File: src/smtc_pkg.sv
// ----------------------------------------------------------------------------
// smtc_pkg
// Shared types and constants for the segment median track classifier.
// ----------------------------------------------------------------------------
package smtc_pkg;

  localparam int GROUPS_DEF      = 5;
  localparam int COLUMN_BITS_DEF = 7;

  localparam int MED_N      = 5;
  localparam int CNT_W      = 3;
  localparam int SEG_W      = 3;
  localparam int DEV_OUT_W  = 8;
  localparam int CENTER_W   = 7;
  localparam int BAND_W     = 8;
  localparam int SUM_W      = 10;
  localparam int CFG_IDX_W  = 2;
  localparam int CFG_DATA_W = 8;

  localparam logic [CFG_IDX_W-1:0] CFG_CENTER_COLUMN = 2'd0;
  localparam logic [CFG_IDX_W-1:0] CFG_STRAIGHT_BAND = 2'd1;

  localparam logic [CENTER_W-1:0] CENTER_RESET = 7'd40;
  localparam logic [BAND_W-1:0]   BAND_RESET   = 8'd25;

  typedef enum logic [1:0] {
    DIR_STRAIGHT = 2'd0,
    DIR_LEFT     = 2'd1,
    DIR_RIGHT    = 2'd2
  } dir_t;

endpackage

File: src/smtc_median5.sv
// ----------------------------------------------------------------------------
// smtc_median5
// Median of five columns by parallel rank counting, ties broken by position.
// ----------------------------------------------------------------------------
module smtc_median5 #(
  parameter int COLUMN_BITS = smtc_pkg::COLUMN_BITS_DEF
) (
  input  logic [smtc_pkg::MED_N-1:0][COLUMN_BITS-1:0] samples,
  output logic [COLUMN_BITS-1:0]                      median
);
  import smtc_pkg::*;

  logic [CNT_W-1:0] rank [MED_N];

  always_comb begin
    for (int i = 0; i < MED_N; i++) begin
      rank[i] = '0;
      for (int j = 0; j < MED_N; j++) begin
        if (j != i) begin
          if ((samples[j] < samples[i]) || ((samples[j] == samples[i]) && (j < i))) begin
            rank[i] = rank[i] + CNT_W'(1);
          end
        end
      end
    end
  end

  always_comb begin
    median = '0;
    for (int i = 0; i < MED_N; i++) begin
      if (rank[i] == CNT_W'(MED_N / 2)) begin
        median = median | samples[i];
      end
    end
  end

endmodule

File: src/segment_median_track_classifier.sv
// ----------------------------------------------------------------------------
// segment_median_track_classifier
// Median-of-five segment deviation and straight/left/right track class.
// ----------------------------------------------------------------------------
// One row column is taken per cycle while input ready is high. A transfer lands
// in an input register; from there the median network, deviation subtract and
// class compare run in one pass into the result register once that register is
// free, so a group's result follows its fifth row through the input and result
// registers. Input ready drops only while a result waits in the result register
// and the held row would make another one.
module segment_median_track_classifier #(
  parameter int GROUPS      = smtc_pkg::GROUPS_DEF,
  parameter int COLUMN_BITS = smtc_pkg::COLUMN_BITS_DEF
) (
  input  logic                             clk,
  input  logic                             rst_n,
  input  logic                             cfg_valid,
  output logic                             cfg_ready,
  input  logic [smtc_pkg::CFG_IDX_W-1:0]   cfg_index,
  input  logic [smtc_pkg::CFG_DATA_W-1:0]  cfg_data,
  input  logic                             in_valid,
  output logic                             in_ready,
  input  logic [COLUMN_BITS-1:0]           in_center_x,
  input  logic                             in_frame_start,
  output logic                             out_valid,
  input  logic                             out_ready,
  output logic [smtc_pkg::SEG_W-1:0]       out_segment_index,
  output logic [smtc_pkg::DEV_OUT_W-1:0]   out_deviation,
  output logic [1:0]                       out_direction,
  output logic                             out_frame_done
);
  import smtc_pkg::*;

  localparam int HELD  = MED_N - 1;
  localparam int DEV_W = ((COLUMN_BITS > CENTER_W) ? COLUMN_BITS : CENTER_W) + 2;
  localparam logic signed [DEV_W-1:0] DEV_MAX = DEV_W'(127);
  localparam logic signed [DEV_W-1:0] DEV_MIN = -DEV_W'(127);
  localparam logic [CNT_W-1:0] LAST_GROUP = CNT_W'(GROUPS - 1);

  logic [CENTER_W-1:0]    center_column_r;
  logic [BAND_W-1:0]      straight_band_r;

  logic                   s1_valid_r;
  logic [COLUMN_BITS-1:0] s1_col_r;
  logic                   s1_fs_r;

  logic [COLUMN_BITS-1:0] group_samples_r [HELD];
  logic [CNT_W-1:0]       sample_count_r, sample_count_nxt;
  logic [CNT_W-1:0]       group_count_r, group_count_nxt;
  logic [DEV_OUT_W-1:0]   prev_dev_r;

  logic                   out_valid_r;
  logic [SEG_W-1:0]       seg_r;
  logic [DEV_OUT_W-1:0]   dev_r;
  dir_t                   dir_r, dir_nxt;
  logic                   done_r;

  logic [CNT_W-1:0]       sc_eff, gc_eff;
  logic                   s1_has_out, out_free, s1_fire, last_group;
  logic [MED_N-1:0][COLUMN_BITS-1:0] med_in;
  logic [COLUMN_BITS-1:0] median;
  logic signed [DEV_W-1:0] dev_full;
  logic [DEV_OUT_W-1:0]   dev_sat;
  logic signed [SUM_W-1:0] sum, band_s;

  assign cfg_ready = 1'b1;

  assign sc_eff     = s1_fs_r ? '0 : sample_count_r;
  assign gc_eff     = s1_fs_r ? '0 : group_count_r;
  assign s1_has_out = (sc_eff == CNT_W'(HELD));
  assign out_free   = !out_valid_r || out_ready;
  assign s1_fire    = s1_valid_r && (!s1_has_out || out_free);
  assign in_ready   = !s1_valid_r || s1_fire;
  assign last_group = (gc_eff >= LAST_GROUP);

  always_comb begin
    for (int i = 0; i < HELD; i++) begin
      med_in[i] = group_samples_r[i];
    end
    med_in[HELD] = s1_col_r;
  end

  smtc_median5 #(
    .COLUMN_BITS(COLUMN_BITS)
  ) u_median (
    .samples(med_in),
    .median (median)
  );

  assign dev_full = $signed(DEV_W'(median)) - $signed(DEV_W'(center_column_r));

  always_comb begin
    if (dev_full > DEV_MAX) begin
      dev_sat = DEV_MAX[DEV_OUT_W-1:0];
    end else if (dev_full < DEV_MIN) begin
      dev_sat = DEV_MIN[DEV_OUT_W-1:0];
    end else begin
      dev_sat = dev_full[DEV_OUT_W-1:0];
    end
  end

  assign sum    = $signed({{(SUM_W-DEV_OUT_W){prev_dev_r[DEV_OUT_W-1]}}, prev_dev_r})
                + $signed({{(SUM_W-DEV_OUT_W){dev_sat[DEV_OUT_W-1]}}, dev_sat});
  assign band_s = $signed({{(SUM_W-BAND_W){1'b0}}, straight_band_r});

  always_comb begin
    if (!last_group) begin
      dir_nxt = DIR_STRAIGHT;
    end else if (sum > band_s) begin
      dir_nxt = DIR_LEFT;
    end else if (sum < -band_s) begin
      dir_nxt = DIR_RIGHT;
    end else begin
      dir_nxt = DIR_STRAIGHT;
    end
  end

  always_comb begin
    sample_count_nxt = sample_count_r;
    group_count_nxt  = group_count_r;
    if (s1_fire) begin
      if (!s1_has_out) begin
        sample_count_nxt = sc_eff + CNT_W'(1);
        group_count_nxt  = gc_eff;
      end else begin
        sample_count_nxt = '0;
        group_count_nxt  = last_group ? '0 : gc_eff + CNT_W'(1);
      end
    end
  end

  // Configuration and control state
  always_ff @(posedge clk) begin
    if (!rst_n) begin
      center_column_r <= CENTER_RESET;
      straight_band_r <= BAND_RESET;
      s1_valid_r      <= 1'b0;
      sample_count_r  <= '0;
      group_count_r   <= '0;
      prev_dev_r      <= '0;
      out_valid_r     <= 1'b0;
    end else begin
      if (cfg_valid && cfg_ready) begin
        unique case (cfg_index)
          CFG_CENTER_COLUMN: center_column_r <= cfg_data[CENTER_W-1:0];
          CFG_STRAIGHT_BAND: straight_band_r <= cfg_data[BAND_W-1:0];
          default: ;
        endcase
      end
      if (in_ready) begin
        s1_valid_r <= in_valid;
      end
      sample_count_r <= sample_count_nxt;
      group_count_r  <= group_count_nxt;
      if (s1_fire && s1_has_out) begin
        prev_dev_r  <= dev_sat;
        out_valid_r <= 1'b1;
      end else if (out_ready) begin
        out_valid_r <= 1'b0;
      end
    end
  end

  // Payload
  always_ff @(posedge clk) begin
    if (in_valid && in_ready) begin
      s1_col_r <= in_center_x;
      s1_fs_r  <= in_frame_start;
    end
    if (s1_fire && !s1_has_out) begin
      group_samples_r[sc_eff[1:0]] <= s1_col_r;
    end
    if (s1_fire && s1_has_out) begin
      seg_r  <= gc_eff;
      dev_r  <= dev_sat;
      dir_r  <= dir_nxt;
      done_r <= last_group;
    end
  end

  assign out_valid         = out_valid_r;
  assign out_segment_index = seg_r;
  assign out_deviation     = dev_r;
  assign out_direction     = dir_r;
  assign out_frame_done    = done_r;

  a_sample_count_range: assert property (@(posedge clk) disable iff (!rst_n)
    sample_count_r <= CNT_W'(HELD))
    else $error("sample count beyond group size");

  a_group_count_range: assert property (@(posedge clk) disable iff (!rst_n)
    group_count_r <= LAST_GROUP)
    else $error("group count beyond last group");

  a_dir_only_on_done: assert property (@(posedge clk) disable iff (!rst_n)
    (out_valid_r && !done_r) |-> (dir_r == DIR_STRAIGHT))
    else $error("direction set outside last group");

  a_done_on_last_seg: assert property (@(posedge clk) disable iff (!rst_n)
    out_valid_r |-> (done_r == (seg_r == LAST_GROUP)))
    else $error("frame done does not match last segment");

endmodule
File: config.mk
export PLATFORM = sky130hd
export DESIGN_NAME = segment_median_track_classifier
export DESIGN_NICKNAME = d
export VERILOG_FILES = /design/src/smtc_pkg.sv /design/src/smtc_median5.sv /design/src/segment_median_track_classifier.sv
export SDC_FILE = /design/constraint.sdc
export NUM_CORES = 1
export LEC_CHECK = 0
export ABC_AREA = 0
export BUFFER_PORTS_ARGS = -buffer_cell sky130_fd_sc_hd__buf_2
export CAP_MARGIN = 20
export CORE_MARGIN = 2
export CORE_UTILIZATION = 40
export DETAILED_ROUTE_END_ITERATION = 8
export PLACE_DENSITY = 0.67
export SLEW_MARGIN = 10
export SYNTH_ARGS = -nofsm -noshare
export SYNTH_HDL_FRONTEND = slang
export SYNTH_HIERARCHICAL = 1
export SYNTH_SLANG_ARGS = --single-unit
File: constraint.sdc
create_clock -name clk -period 10.1 [get_ports clk]
set_clock_uncertainty 0.1 [all_clocks]
set_input_delay 1.515 -clock clk [delete_from_list [all_inputs] [get_ports clk]]
set_output_delay 1.515 -clock clk [all_outputs]
set_load 0.01 [all_outputs]
# Yosys cells after proc, flatten, opt, wreduce, memory -nomap -nowiden

Memories as Yosys holds them, arrays and structs flattened.
Cells that the tools add are included.

Flip-flop bits (word level): 53
Memory bits (writable): 28
Bits of input ports: 23
Output and inout bits: 17
Logic and storage cells: 145
Memories kept: 1

Add/subtract/negate cells: 20
Magnitude comparators: 25
Equality and inequality tests: 17
Mux-type cells: 38
Bitwise operators: 5
Reductions and logical operators: 25

Memories:

| memory          | words | bits a word | rd ports | clocked after memory_dff | wr ports | line                                  | text |
|---|---|---|---|---|---|---|---|
| group_samples_r | 4     | 7           | 4        | 0                        | 1        | segment_median_track_classifier.sv:47 | `logic [COLUMN_BITS-1:0] group_samples_r [HELD];` |

Operators by type and width:

| cell                                                     | number |
|---|---|
| less-than comparator 7 bit                               | 20 |
| equality test 7 bit                                      | 10 |
| two-way mux 3 bit                                        | 19 |
| adder 3 x 1 -> 3 bit, second input constant              | 16 |
| two-way mux 7 bit                                        | 5 |
| OR 7 bit                                                 | 4 |
| two-way mux 8 bit                                        | 2 |
| equality test 3 x 2 -> 1 bit, second input constant      | 5 |
| logical OR 1 bit                                         | 13 |
| less-than comparator 9 x 10 -> 1 bit                     | 1 |
| two-way mux 1 bit                                        | 10 |
| negation 8 -> 10 bit                                     | 1 |
| adder 8 x 8 -> 9 bit                                     | 1 |
| > comparator 9 bit                                       | 1 |
| > comparator 8 bit, second input constant                | 1 |
| less-than comparator 8 bit, second input constant        | 1 |
| subtractor 7 x 7 -> 8 bit                                | 1 |
| logical AND 1 bit                                        | 4 |
| two-way mux 2 bit                                        | 2 |
| AND reduction 2 bit                                      | 2 |
| equality test 3 bit, second input constant               | 1 |
| greater-or-equal comparator 3 bit, second input constant | 1 |
| logical NOT 1 bit                                        | 3 |
| adder 1 x 1 -> 2 bit, second input constant              | 1 |
| 5 further kinds                                          | 5 |

# Longest topological paths before layout

Gate-level depths: netlist of run 1.
An unclocked memory read counts as a cell.

Depth in word-level cells: 27
Mapped depth: 44
Gate-level depth less buffers: 43

# Modules after synthesis

The synthesis of run 1 kept the hierarchy.

Modules (own cells, without submodules):

| module                          | times used | cells an instance | area each (sq um) | seq. area each (sq um) |
|---|---|---|---|---|
| segment_median_track_classifier | 1          | 382               | 4251.6            | 2122.0 |
| smtc_median5                    | 1          | 315               | 2522.4            | 0.0 |

# Worst setup path after synthesis of run 1

Ideal clock, no wire load.

Path kind: register to register
Start: memory group_samples_r[0][6] (netlist name)
End: register dir_r[1] (netlist: out_direction[1]) (data pin)
Setup time: 269 ps
Arrival time: 7681 ps
Required time: 9731 ps
Setup slack: 2051 ps
Cell stages (with the launch flop): 41
Buffers on the path: 1
Clock period less this slack: 8049 ps
Cells stage by stage: edfxtp_1 ha_1 and4_1 a21boi_0 o31a_2 ha_1 inv_1 xnor2_1 ha_1 and2b_2 a31oi_1 a32oi_4 a22oi_1 nand4_1 inv_1 ha_1 inv_1 fa_1 [5 not listed] a41o_1 ha_1 clkbuf_1 nand2b_1 ha_1 inv_1 fa_1 nand2b_1 a211oi_2 o21a_2 or4b_1 o21ai_2 ha_1 nor3b_1 a21oi_1 o221ai_1 o41ai_2 nor3_2

RTL lines:

| item                 | line                                   | text |
|---|---|---|
| start, declared      | segment_median_track_classifier.sv:47  |  |
| end signal, assigned | segment_median_track_classifier.sv:176 | `dir_r <= dir_nxt;` |
| end, declared        | segment_median_track_classifier.sv:55  | `dir_t dir_r, dir_nxt;` |

==> impl_metrics.py, run 1 <==
metrics = {
    "detailed_routing": {
        "wl_per_cell_microns": 16.7,
        "remaining_drc_errors": 0,
        "routed_wl_microns": 16100,
        "final_antenna_net_count": 0,
        "drt_iter0_drc": 302,
        "vias_per_cell": 5.53,
        "vias": 5305,
        "first_pass_iters": 5,
    },
    "outcome": {
        "status": "complete, no violations",
    },
    "power_and_ir_drop": {
        "leakage_uw": 0.00318,
        "peakVddDrop_uv": 106,
        "p_per_area_nw_per_um2": 154,
    },
    "clock_network": {
        "numCtsBuffers": 9,
        "cts_buffer_depth": 2,
        "hold_buffers": 0,
        "clkSinkCount": 81,
        "cts.repair.resized": 0,
        "cts_tree": "done",
        "clk_pin_slew_ns": 0.06,
        "htree_num_levels": 3,
        "cts_root_buf": "clkbuf_16",
        "clock_insertion_delay_worst_skew_ns": 0.34,
        "postCtsSetupBuffers": 0,
    },
    "floorplanning": {
        "rows": 47,
        "start_util": 0.408,
        "dieArea_sq_um": 18000,
        "die_width_microns": 134,
        "core_area_sq_um": 16600,
        "die_h_microns": 134,
        "pin_count": 40,
    },
    "sta": {
        "clock.fmax_mhz": 112,
        "tightest_slew_ns": 0.654,
        "drv_slew": 0,
        "period_needed_ns": 8.91,
        "slew_headroom": 0.561,
        "hold_violations": 0,
        "finalSetupViolCount": 0,
        "rsz0062_at_grt": "false",
        "fin_setup_tns_ns": 0,
        "fin_crit_sh": 0.882,
    },
    "grt": {
        "grt_usage": 0.183,
        "grt_pass1_vias": 5087,
        "overflow": 0,
        "grt_pass1_wl_microns": 25900,
        "grt_max_degree": 33,
        "antenna_found_initial": 0,
    },
    "setup_path": {
        "worst_path_most_repeated_cell": "ha_1",
        "r2r_cells": 40,
        "start_kind": "flop",
        "path_max_fanout": 8,
        "r2r_slack_ns": 1.19,
        "critical-path-max-stage-delay_ns": 0.51,
        "r2r_start": "group_samples_r[1][4]",
        "crit_type": "flop to flop",
        "critPathArrivalTime_ns": 8.90,
        "required_ns": 10.09,
        "crit_path_end_kind": "flop",
        "r2r_end": "out_direction[1]",
        "slowest_stage": "or4b_1",
    },
    "placed_design": {
        "hpwl_microns": 12600,
        "place.port_buffers": 38,
        "place_congestion": 0.948,
    },
    "hold_path": {
        "hold-path-endpoint": "sample_count_r[1]",
        "min_from": "sample_count_r[1]",
        "worstHoldPathCells": 2,
        "hold_class": "flop to flop",
    },
    "synth": {
        "synth_cells": 697,
        "yosysSeqAreaShare": 0.313,
        "ys_ff_latch": 81,
        "syn_nets": 839,
        "synth_top_flop_cell": "edfxtp_1",
        "ys_types": 88,
        "yosysWarningCount": 6,
        "synth.avg_cell_area_sq_um": 9.72,
        "synth-edff-count": 50,
        "syn_area_sq_um": 6770,
        "synthArstFlopShare": 0,
    },
    "cells_and_area": {
        "final_util": 0.451,
        "nNetsFinal": 877,
        "area_growth_pct": 10.3,
        "seq_area_sq_um": 2120,
        "mostFrequentLayoutCells": "ha_1 (117), inv_1 (69), edfxtp_1 (50), nand2_1 (45)",
        "drive_above_1_share": 0.134,
        "n_fill_cell": 1581,
        "diodes": 0,
        "layout_commonest_cell": "ha_1",
        "multi_input_area_sq_um": 4310,
    },
    "run": {
        "maxCapViolCount": 0,
    },
}
-- final cells by class --
| type | instances | share of cell area |
|---|---|---|
| clock buffers | 9 | 0.0301 |
| clock inverters | 7 | 0.0102 |
| repair buffers | 39 | 0.0265 |
| inverters | 72 | 0.0362 |
| multi-input cells | 532 | 0.576 |
| flip-flops and latches | 81 | 0.284 |
| well taps | 220 | 0.0368 |
-- report_power, final --
part | switching [uW] | leakage (uW) | internal, uW
Clock | 139 | 0.000144 | 194
Sequential | 12.2 | 0.000706 | 366
Combinational | 262 | 0.00233 | 179
Total | 414 | 0.00318 | 738
-- kinds of logic (layout without fill, tap and decap cells) --
| family | after synthesis | in the layout | synth area share |
|---|---|---|---|
| other cells | 1 | 1 | 0.000554 |
| compound gates | 169 | 169 | 0.191 |
| simple gates | 208 | 208 | 0.173 |
| mux | 11 | 11 | 0.0164 |
| fa+ha+maj | 120 | 120 | 0.223 |
| flops | 81 | 81 | 0.313 |
| xor+xnor | 23 | 23 | 0.0320 |
| buf+inv | 84 | 127 | 0.0510 |
-- routing by layer --
metal  part of all wire  track usage  vias to the layer above
li1                   -            -                     2653
met1               0.47        0.253                     2468
met2               0.45        0.296                      155
met3              0.054       0.0227                       29
met4              0.023       0.0614                        0
met5                  0            0                        -
-- how the worst max path moves through the flow --
stage	from	end	slack (ns)	depth (start not counted)
6_report	group_samples_r[1][4]	out_direction[1]	1.19	40
5_1_grt	group_samples_r[3][4]	out_direction[1]	0.50	39
4_1_cts	group_samples_r[0][6]	out_direction[1]	1.30	41
3_5_place_dp	group_samples_r[0][6]	out_direction[1]	1.34	41
3_3_place_gp	group_samples_r[0][6]	out_direction[1]	1.43	41
2_1_floorplan	group_samples_r[0][6]	out_direction[1]	2.05	40
-- worst max-delay path: cells and delay by family (launching register included) --
family	cells	cell delay (ns)
AOI/OAI and AO/OA	17	3.42
xor gates and xnor gates	2	0.37
adders and majority gates	9	2.35
buffers and inverters	5	0.45
DFF	1	0.50
and+or+nand+nor	7	1.45
-- per-stage QoR --
stage	worst slack, ns	cell area (sq um)	hold WS, ns	power (uW)	cells
2_1_floorplan	2.05	6770	0.344	726	697
3_3_place_gp	1.43	7170	0.359	819	944
3_5_place_dp	1.34	7170	0.363	818	944
4_1_cts	1.30	7470	0.371	1150	960
5_1_grt	0.501	7470	0.398	1220	960
6_report	1.19	7470	0.370	1150	960
-- flip-flops by register name, summed over array words and instances (netlist names), 2 cells and up --
register,count
group_samples_r,28
straight_band_r,8
out_direction,2
out_deviation,8
s1_col_r,7
group_count_r,3
out_segment_index,3
sample_count_r,3
center_column_r,7
prev_dev_r,8
-- cell usage after synthesis (3+ instances only) --
master / n / share of area
a21oi_1: 38 / 0.028
nor3b_1: 4 / 0.0044
o31ai_1: 4 / 0.0044
a32oi_1: 8 / 0.010
o31ai_4: 3 / 0.0094
edfxtp_1: 50 / 0.22
and2_1: 4 / 0.0037
nand3_1: 15 / 0.011
ha_1: 117 / 0.22
o311ai_0: 3 / 0.0039
nand3b_1: 14 / 0.016
and3_1: 5 / 0.0046
o21ai_0: 28 / 0.021
a211oi_1: 10 / 0.011
nand4_1: 19 / 0.018
or2_2: 4 / 0.0037
xor2_1: 3 / 0.0039
a21o_1: 7 / 0.0078
inv_1: 69 / 0.038
nor2_1: 37 / 0.021
nand2b_1: 9 / 0.0083
a22oi_1: 7 / 0.0078
o21bai_1: 3 / 0.0033
a2bb2oi_1: 8 / 0.010
and2b_2: 3 / 0.0039
nand2_1: 45 / 0.025
mux2i_1: 10 / 0.015
inv_2: 3 / 0.0017
clkbuf_1: 8 / 0.0044
nor4b_1: 3 / 0.0039
o211ai_1: 3 / 0.0033
o211a_1: 3 / 0.0044
xnor2_1: 18 / 0.023
a21boi_0: 10 / 0.011
dfxtp_1: 31 / 0.092
and4_1: 3 / 0.0039
nor2b_1: 25 / 0.023
Power figures use the tool's default switching activity.
==> run 2, diff against run 1 <==
--- a/config.mk
+++ b/config.mk
@@ -5,7 +5,7 @@
 export SDC_FILE = /design/constraint.sdc
 export NUM_CORES = 1
 export LEC_CHECK = 0
-export ABC_AREA = 0
+export ABC_AREA = 1
 export BUFFER_PORTS_ARGS = -buffer_cell sky130_fd_sc_hd__buf_2
 export CAP_MARGIN = 20
 export CORE_MARGIN = 2
@@ -15,5 +15,4 @@
 export SLEW_MARGIN = 10
 export SYNTH_ARGS = -nofsm -noshare
 export SYNTH_HDL_FRONTEND = slang
-export SYNTH_HIERARCHICAL = 1
 export SYNTH_SLANG_ARGS = --single-unit
==> run 2 against run 1 <==
Sequential power about the same. Sequential share of layout area about the same. Register-to-register slack improved by 2.0 ns. Synthesized cell count increased by 26%. Core utilization increased by 0.13 points. Synthesized area decreased by 0.85%. First-iteration DRC count increased by 17%. Total power decreased by 6.2%. Worst hold slack got worse by 0.0022 ns. Clock power increased by 7.2%. Largest cell class unchanged.
==> impl_metrics.py, run 2 <==
metrics = {
    "hold_path": {
        "hold_class": "flop to flop",
        "min_from": "sample_count_r[0]",
    },
    "synth": {
        "netlist.area_leader.share": 0.224,
        "yosysSeqAreaShare": 0.316,
        "synth-adder-area-share": 0.226,
        "synthSimpleGateAreaFrac": 0.250,
        "syn_area_sq_um": 6720,
        "ys_ff_latch": 81,
        "synth_compound_area_frac": 0.0997,
        "synth_cells": 876,
        "synth_top_family_by_area": "simple AND/OR/NAND/NOR gates",
        "synth-edff-count": 50,
        "synthTopCellsByArea": "edfxtp_1 (22%), ha_1 (22%), nand2_1 (11%), dfxtp_1 (9.2%), inv_1 (8.2%)",
        "synth_mux_area_frac": 0,
        "synth_top_flop_cell": "edfxtp_1",
        "yosys.cell_count.top_type": "nand2_1",
        "synth_top_area_cell": "edfxtp_1",
        "synth_xor_xnor_area_share": 0.0179,
        "synth_common_cells": "nand2_1 (201), inv_1 (146), ha_1 (118)",
        "syn_nets": 1019,
        "synth.avg_cell_area_sq_um": 7.67,
        "ys_types": 41,
        "yosysWarningCount": 0,
        "synthArstFlopShare": 0,
    },
    "sta": {
        "hold_violations": 0,
        "holdWs_ns": 0.367,
        "tightest_slew_ns": 0.712,
        "period_needed_ns": 6.92,
        "rsz0062_at_grt": "false",
        "clock.fmax_mhz": 145,
        "fin_setup_tns_ns": 0,
        "finalSetupViolCount": 0,
        "drv_slew": 0,
        "slew_headroom": 0.523,
        "fin_crit_sh": 0.685,
    },
    "power_and_ir_drop": {
        "leakage_uw": 0.00376,
        "peakVddDrop_uv": 94.8,
        "switching_share": 0.346,
        "power.internal_uw": 706,
        "pwr-share-comb": 0.322,
        "clkPwrFrac": 0.330,
        "p_per_area_nw_per_um2": 145,
        "p_seq_frac": 0.348,
        "power.net_switching_uw": 374,
    },
    "clock_network": {
        "numCtsBuffers": 9,
        "htree_num_levels": 3,
        "clkSinkCount": 81,
        "cts.repair.resized": 0,
        "postCtsSetupBuffers": 0,
        "cts_buffer_depth": 2,
        "cts_tree": "done",
        "cts_root_buf": "clkbuf_16",
        "clk_pin_slew_ns": 0.06,
        "clock_insertion_delay_worst_skew_ns": 0.35,
        "hold_buffers": 0,
    },
    "grt": {
        "grt_pass1_wl_microns": 26800,
        "antenna_found_initial": 0,
        "grt_usage": 0.188,
        "overflow": 0,
        "grt_pass1_vias": 5413,
        "grt_max_degree": 30,
    },
    "setup_path": {
        "r2r_start": "s1_col_r[6]",
        "start_kind": "flop",
        "crit_path_end_kind": "flop",
        "cp-startpoint": "s1_col_r[6]",
        "cp_num_buf_inv": 8,
        "required_ns": 10.10,
        "critPathTopFamily": "simple AND/OR/NAND/NOR gates",
        "worst_path_most_repeated_cell": "nand2_1",
        "critPathArrivalTime_ns": 6.92,
        "critical-path-max-stage-delay_ns": 0.58,
        "path_max_fanout": 8,
        "slowest_stage": "edfxtp_1",
        "crit_type": "flop to flop",
    },
    "floorplanning": {
        "rows": 47,
        "core_area_sq_um": 16500,
        "die_h_microns": 134,
        "dieArea_sq_um": 17800,
        "start_util": 0.406,
        "pin_count": 40,
        "die_width_microns": 134,
    },
    "cells_and_area": {
        "diodes": 0,
        "seq_area_sq_um": 2120,
        "nNetsFinal": 1062,
        "mostFrequentLayoutCells": "nand2_1 (201), inv_1 (146), ha_1 (118), nor2_1 (74), a21oi_1 (53)",
        "area_growth_pct": 11.2,
        "layout_commonest_cell": "nand2_1",
        "n_fill_cell": 1623,
        "multi_input_area_sq_um": 3990,
        "drive_above_1_share": 0.0758,
        "largest_register_ffs": 28,
    },
    "detailed_routing": {
        "vias_per_cell": 5.08,
        "first_pass_iters": 5,
        "remaining_drc_errors": 0,
        "routed_wl_microns": 16100,
        "vias": 5812,
        "drt_iter0_drc": 354,
        "final_antenna_net_count": 0,
        "wl_per_cell_microns": 14.0,
    },
    "placed_design": {
        "place.port_buffers": 38,
        "hpwl_microns": 12800,
        "place_congestion": 0.892,
    },
    "run": {
        "maxCapViolCount": 0,
    },
    "outcome": {
        "status": "complete, no violations",
    },
}
run 2: cell families (layout without fill, tap and decap cells):
group,count (synthesis),in the layout
flip-flops,81,81
buffers and inverters,159,207
AND/OR/NAND/NOR,384,384
other,1,1
XOR/XNOR,12,12
adder cells (fa/ha/maj),120,120
AO/OA/AOI/OAI,119,119
run 2: stage by stage:
step / std cells / instance area [sq um] / worst slack (ns) / power, uW / util
3_3_place_gp: 1128 / 7150 / 3.21 / 726 / 0.433
5_1_grt: 1144 / 7470 / 2.45 / 1160 / 0.452
4_1_cts: 1144 / 7470 / 3.15 / 1090 / 0.452
2_1_floorplan: 876 / 6720 / 4.08 / 649 / -
6_report: 1144 / 7470 / 3.18 / 1080 / 0.452
3_5_place_dp: 1128 / 7150 / 3.16 / 729 / 0.433
run 2: cell type report:
type                    instances  share of cell area
clock buffers                  10              0.0307
clock inverters                 6              0.0122
inverters                     153              0.0769
multi-input cells             636               0.534
flip-flops and latches         81               0.284
well taps                     220              0.0369
repair buffers                 38              0.0255
run 2: worst paths after layout:
kind,end,slack (ns),depth (start not counted)
worst max-delay path,out_direction[1],3.18,42
worst min-delay path,sample_count_r[0],0.37,2
worst max register to register,out_direction[1],3.18,42
worst min register to register,sample_count_r[0],0.37,2
run 2: per-layer routing:
metal	part of all wire	wire [microns]	up-vias	track usage
met3	0.039	630	17	0.0263
met1	0.49	7910	2675	0.264
met4	0.014	227	0	0.0538
met2	0.45	7290	110	0.304
li1	-	-	3010	-
met5	0	0	-	0
run 2: worst reg2reg max path, delay by kind of cell (launching register included):
kind	cells	cell delay [ns]
and+or+nand+nor	24	2.74
adders and majority gates	8	2.32
DFF	1	0.58
buffers and inverters	8	0.58
xor gates and xnor gates	1	0.21
AOI/OAI and AO/OA	1	0.14
run 2: power groups by stage:
stage	Combinational, uW	Sequential, uW	Clock (uW)
after global placement	344	383	0
after floorplan	272	377	0
final	348	376	357
after CTS	350	376	363
after detailed placement	346	383	0
after global routing	408	377	374
==> run 3, diff against run 2 <==
==> constraint.sdc (replaced) <==
create_clock -name clk -period 6.8 [get_ports clk]
set_clock_uncertainty 0.1 [all_clocks]
set_input_delay 1.02 -clock clk [delete_from_list [all_inputs] [get_ports clk]]
set_output_delay 1.02 -clock clk [all_outputs]
set_load 0.01 [all_outputs]
==> run 3 against run 2 <==
Non-clock buffer count grew 36. Die area is the same. Combinational power grew 71%. Fmax grew 6.0%. Routed wire length grew 7.6%. Global-route usage shrank 0.10 points. Via count grew 4.0%. Register-to-register slack lost 2.9 ns. Worst setup slack lost 2.9 ns.
==> impl_metrics.py, run 3 (synthesis gave the netlist of run 2 again) <==
metrics = {
    "outcome": {
        "status": "complete, no violations",
    },
    "grt": {
        "overflow": 0,
        "grt_pass1_vias": 5428,
        "grt_pass1_wl_microns": 26500,
        "grt_max_degree": 30,
        "grt_usage": 0.187,
        "antenna_found_initial": 0,
    },
    "power_and_ir_drop": {
        "peakVddDrop_uv": 123,
        "leakage_uw": 0.00395,
        "p_per_area_nw_per_um2": 200,
    },
    "clock_network": {
        "hold_buffers": 0,
        "numCtsBuffers": 9,
        "clkSinkCount": 81,
        "clk_pin_slew_ns": 0.06,
        "cts_tree": "done",
        "cts_buffer_depth": 2,
        "cts_root_buf": "clkbuf_16",
        "htree_num_levels": 3,
        "clock_insertion_delay_worst_skew_ns": 0.34,
    },
    "cells_and_area": {
        "mostFrequentLayoutCells": "nand2_1 (187), inv_1 (137), ha_1 (104), nor2_1 (65), a21oi_1 (52)",
        "area_growth_pct": 20.5,
        "seq_area_sq_um": 2120,
        "layout_commonest_cell": "nand2_1",
        "multi_input_area_sq_um": 4380,
        "drive_above_1_share": 0.179,
        "nNetsFinal": 1098,
        "final_util": 0.490,
        "diodes": 0,
        "largest_register_ffs": 28,
        "n_fill_cell": 1554,
    },
    "placed_design": {
        "place.port_buffers": 38,
        "hpwl_microns": 12900,
        "dp_slack_ns": 0.0233,
        "place_congestion": 0.899,
    },
    "setup_path": {
        "crit_type": "flop to flop",
        "start_kind": "flop",
        "required_ns": 6.81,
        "worst_path_most_repeated_cell": "nand2_1",
        "slowest_stage": "edfxtp_1",
        "critPathArrivalTime_ns": 6.53,
        "path_max_fanout": 7,
        "crit_path_end_kind": "flop",
        "critical-path-max-stage-delay_ns": 0.53,
    },
    "detailed_routing": {
        "drt_iter0_drc": 351,
        "vias": 6042,
        "wl_per_cell_microns": 14.6,
        "remaining_drc_errors": 0,
        "final_antenna_net_count": 0,
        "first_pass_iters": 5,
        "routed_wl_microns": 17300,
        "vias_per_cell": 5.12,
    },
    "sta": {
        "period_needed_ns": 6.52,
        "clock.fmax_mhz": 153,
        "finalSetupViolCount": 0,
        "drv_slew": 0,
        "slew_headroom": 0.492,
        "tightest_slew_ns": 0.759,
        "fin_ws_ns": 0.276,
        "fin_crit_sh": 0.959,
        "hold_violations": 0,
    },
    "floorplanning": {
        "die_width_microns": 134,
        "die_h_microns": 134,
        "pin_count": 40,
        "start_util": 0.406,
        "dieArea_sq_um": 17800,
        "rows": 47,
        "core_area_sq_um": 16500,
    },
    "hold_path": {
        "hold_class": "flop to flop",
    },
    "run": {
        "maxCapViolCount": 0,
    },
}
## run 3: routing by layer
metal	wire (microns)	GRT usage
met4	389	0.0668
met3	774	0.0225
met2	8020	0.303
met1	8080	0.259
met5	0	0
## run 3: repair_timing
action	in CTS	in global routing
resized for setup	0	80
endpoints found under the setup margin	0	2
endpoints found under the hold margin	0	0
setup buffers	0	25
## run 3: cell type report
type	count	area share
repair buffers	74	0.0569
well taps	220	0.0340
clock inverters	4	0.00309
multi-input cells	636	0.541
clock buffers	12	0.0318
inverters	153	0.0709
flip-flops and latches	81	0.262
## run 3: path summary, 6_finish.rpt
check | startpoint | to | slack, ns | depth (start not counted)
setup / recovery | group_samples_r[0][2] | out_direction[1] | 0.28 | 45
hold / removal | sample_count_r[0] | sample_count_r[0] | 0.36 | 2
hold reg to reg | sample_count_r[0] | sample_count_r[0] | 0.36 | 2
setup reg to reg | group_samples_r[0][2] | out_direction[1] | 0.28 | 45
## run 3: stage by stage
| stage | total power [uW] | hold WS, ns | std cells | TNS, ns | instance area [sq um] |
|---|---|---|---|---|---|
| floorplan | 964 | 0.335 | 876 | 0 | 6720 |
| global placement | 1080 | 0.353 | 1140 | 0 | 7240 |
| detailed placement | 1090 | 0.359 | 1140 | 0 | 7240 |
| CTS | 1560 | 0.368 | 1156 | 0 | 7520 |
| global route | 1720 | 0.384 | 1180 | -0.200 | 8100 |
| finish | 1620 | 0.363 | 1180 | 0 | 8100 |
## run 3: where the power goes
part           internal (uW)  total, uW  switching, uW  leakage, uW
clock network            270        470            201     0.000142
registers                541        551           10.4     0.000710
logic                    226        596            370      0.00310
## run 3: worst max-delay path: cells and delay by family, from the launching register on
kind	cells	cell delay [ns]
buffers and inverters	7	0.44
AND/OR/NAND/NOR	25	2.18
AO/OA/AOI/OAI	4	0.66
adder cells (fa/ha/maj)	8	2.22
XOR/XNOR	1	0.20
flip-flops	1	0.53
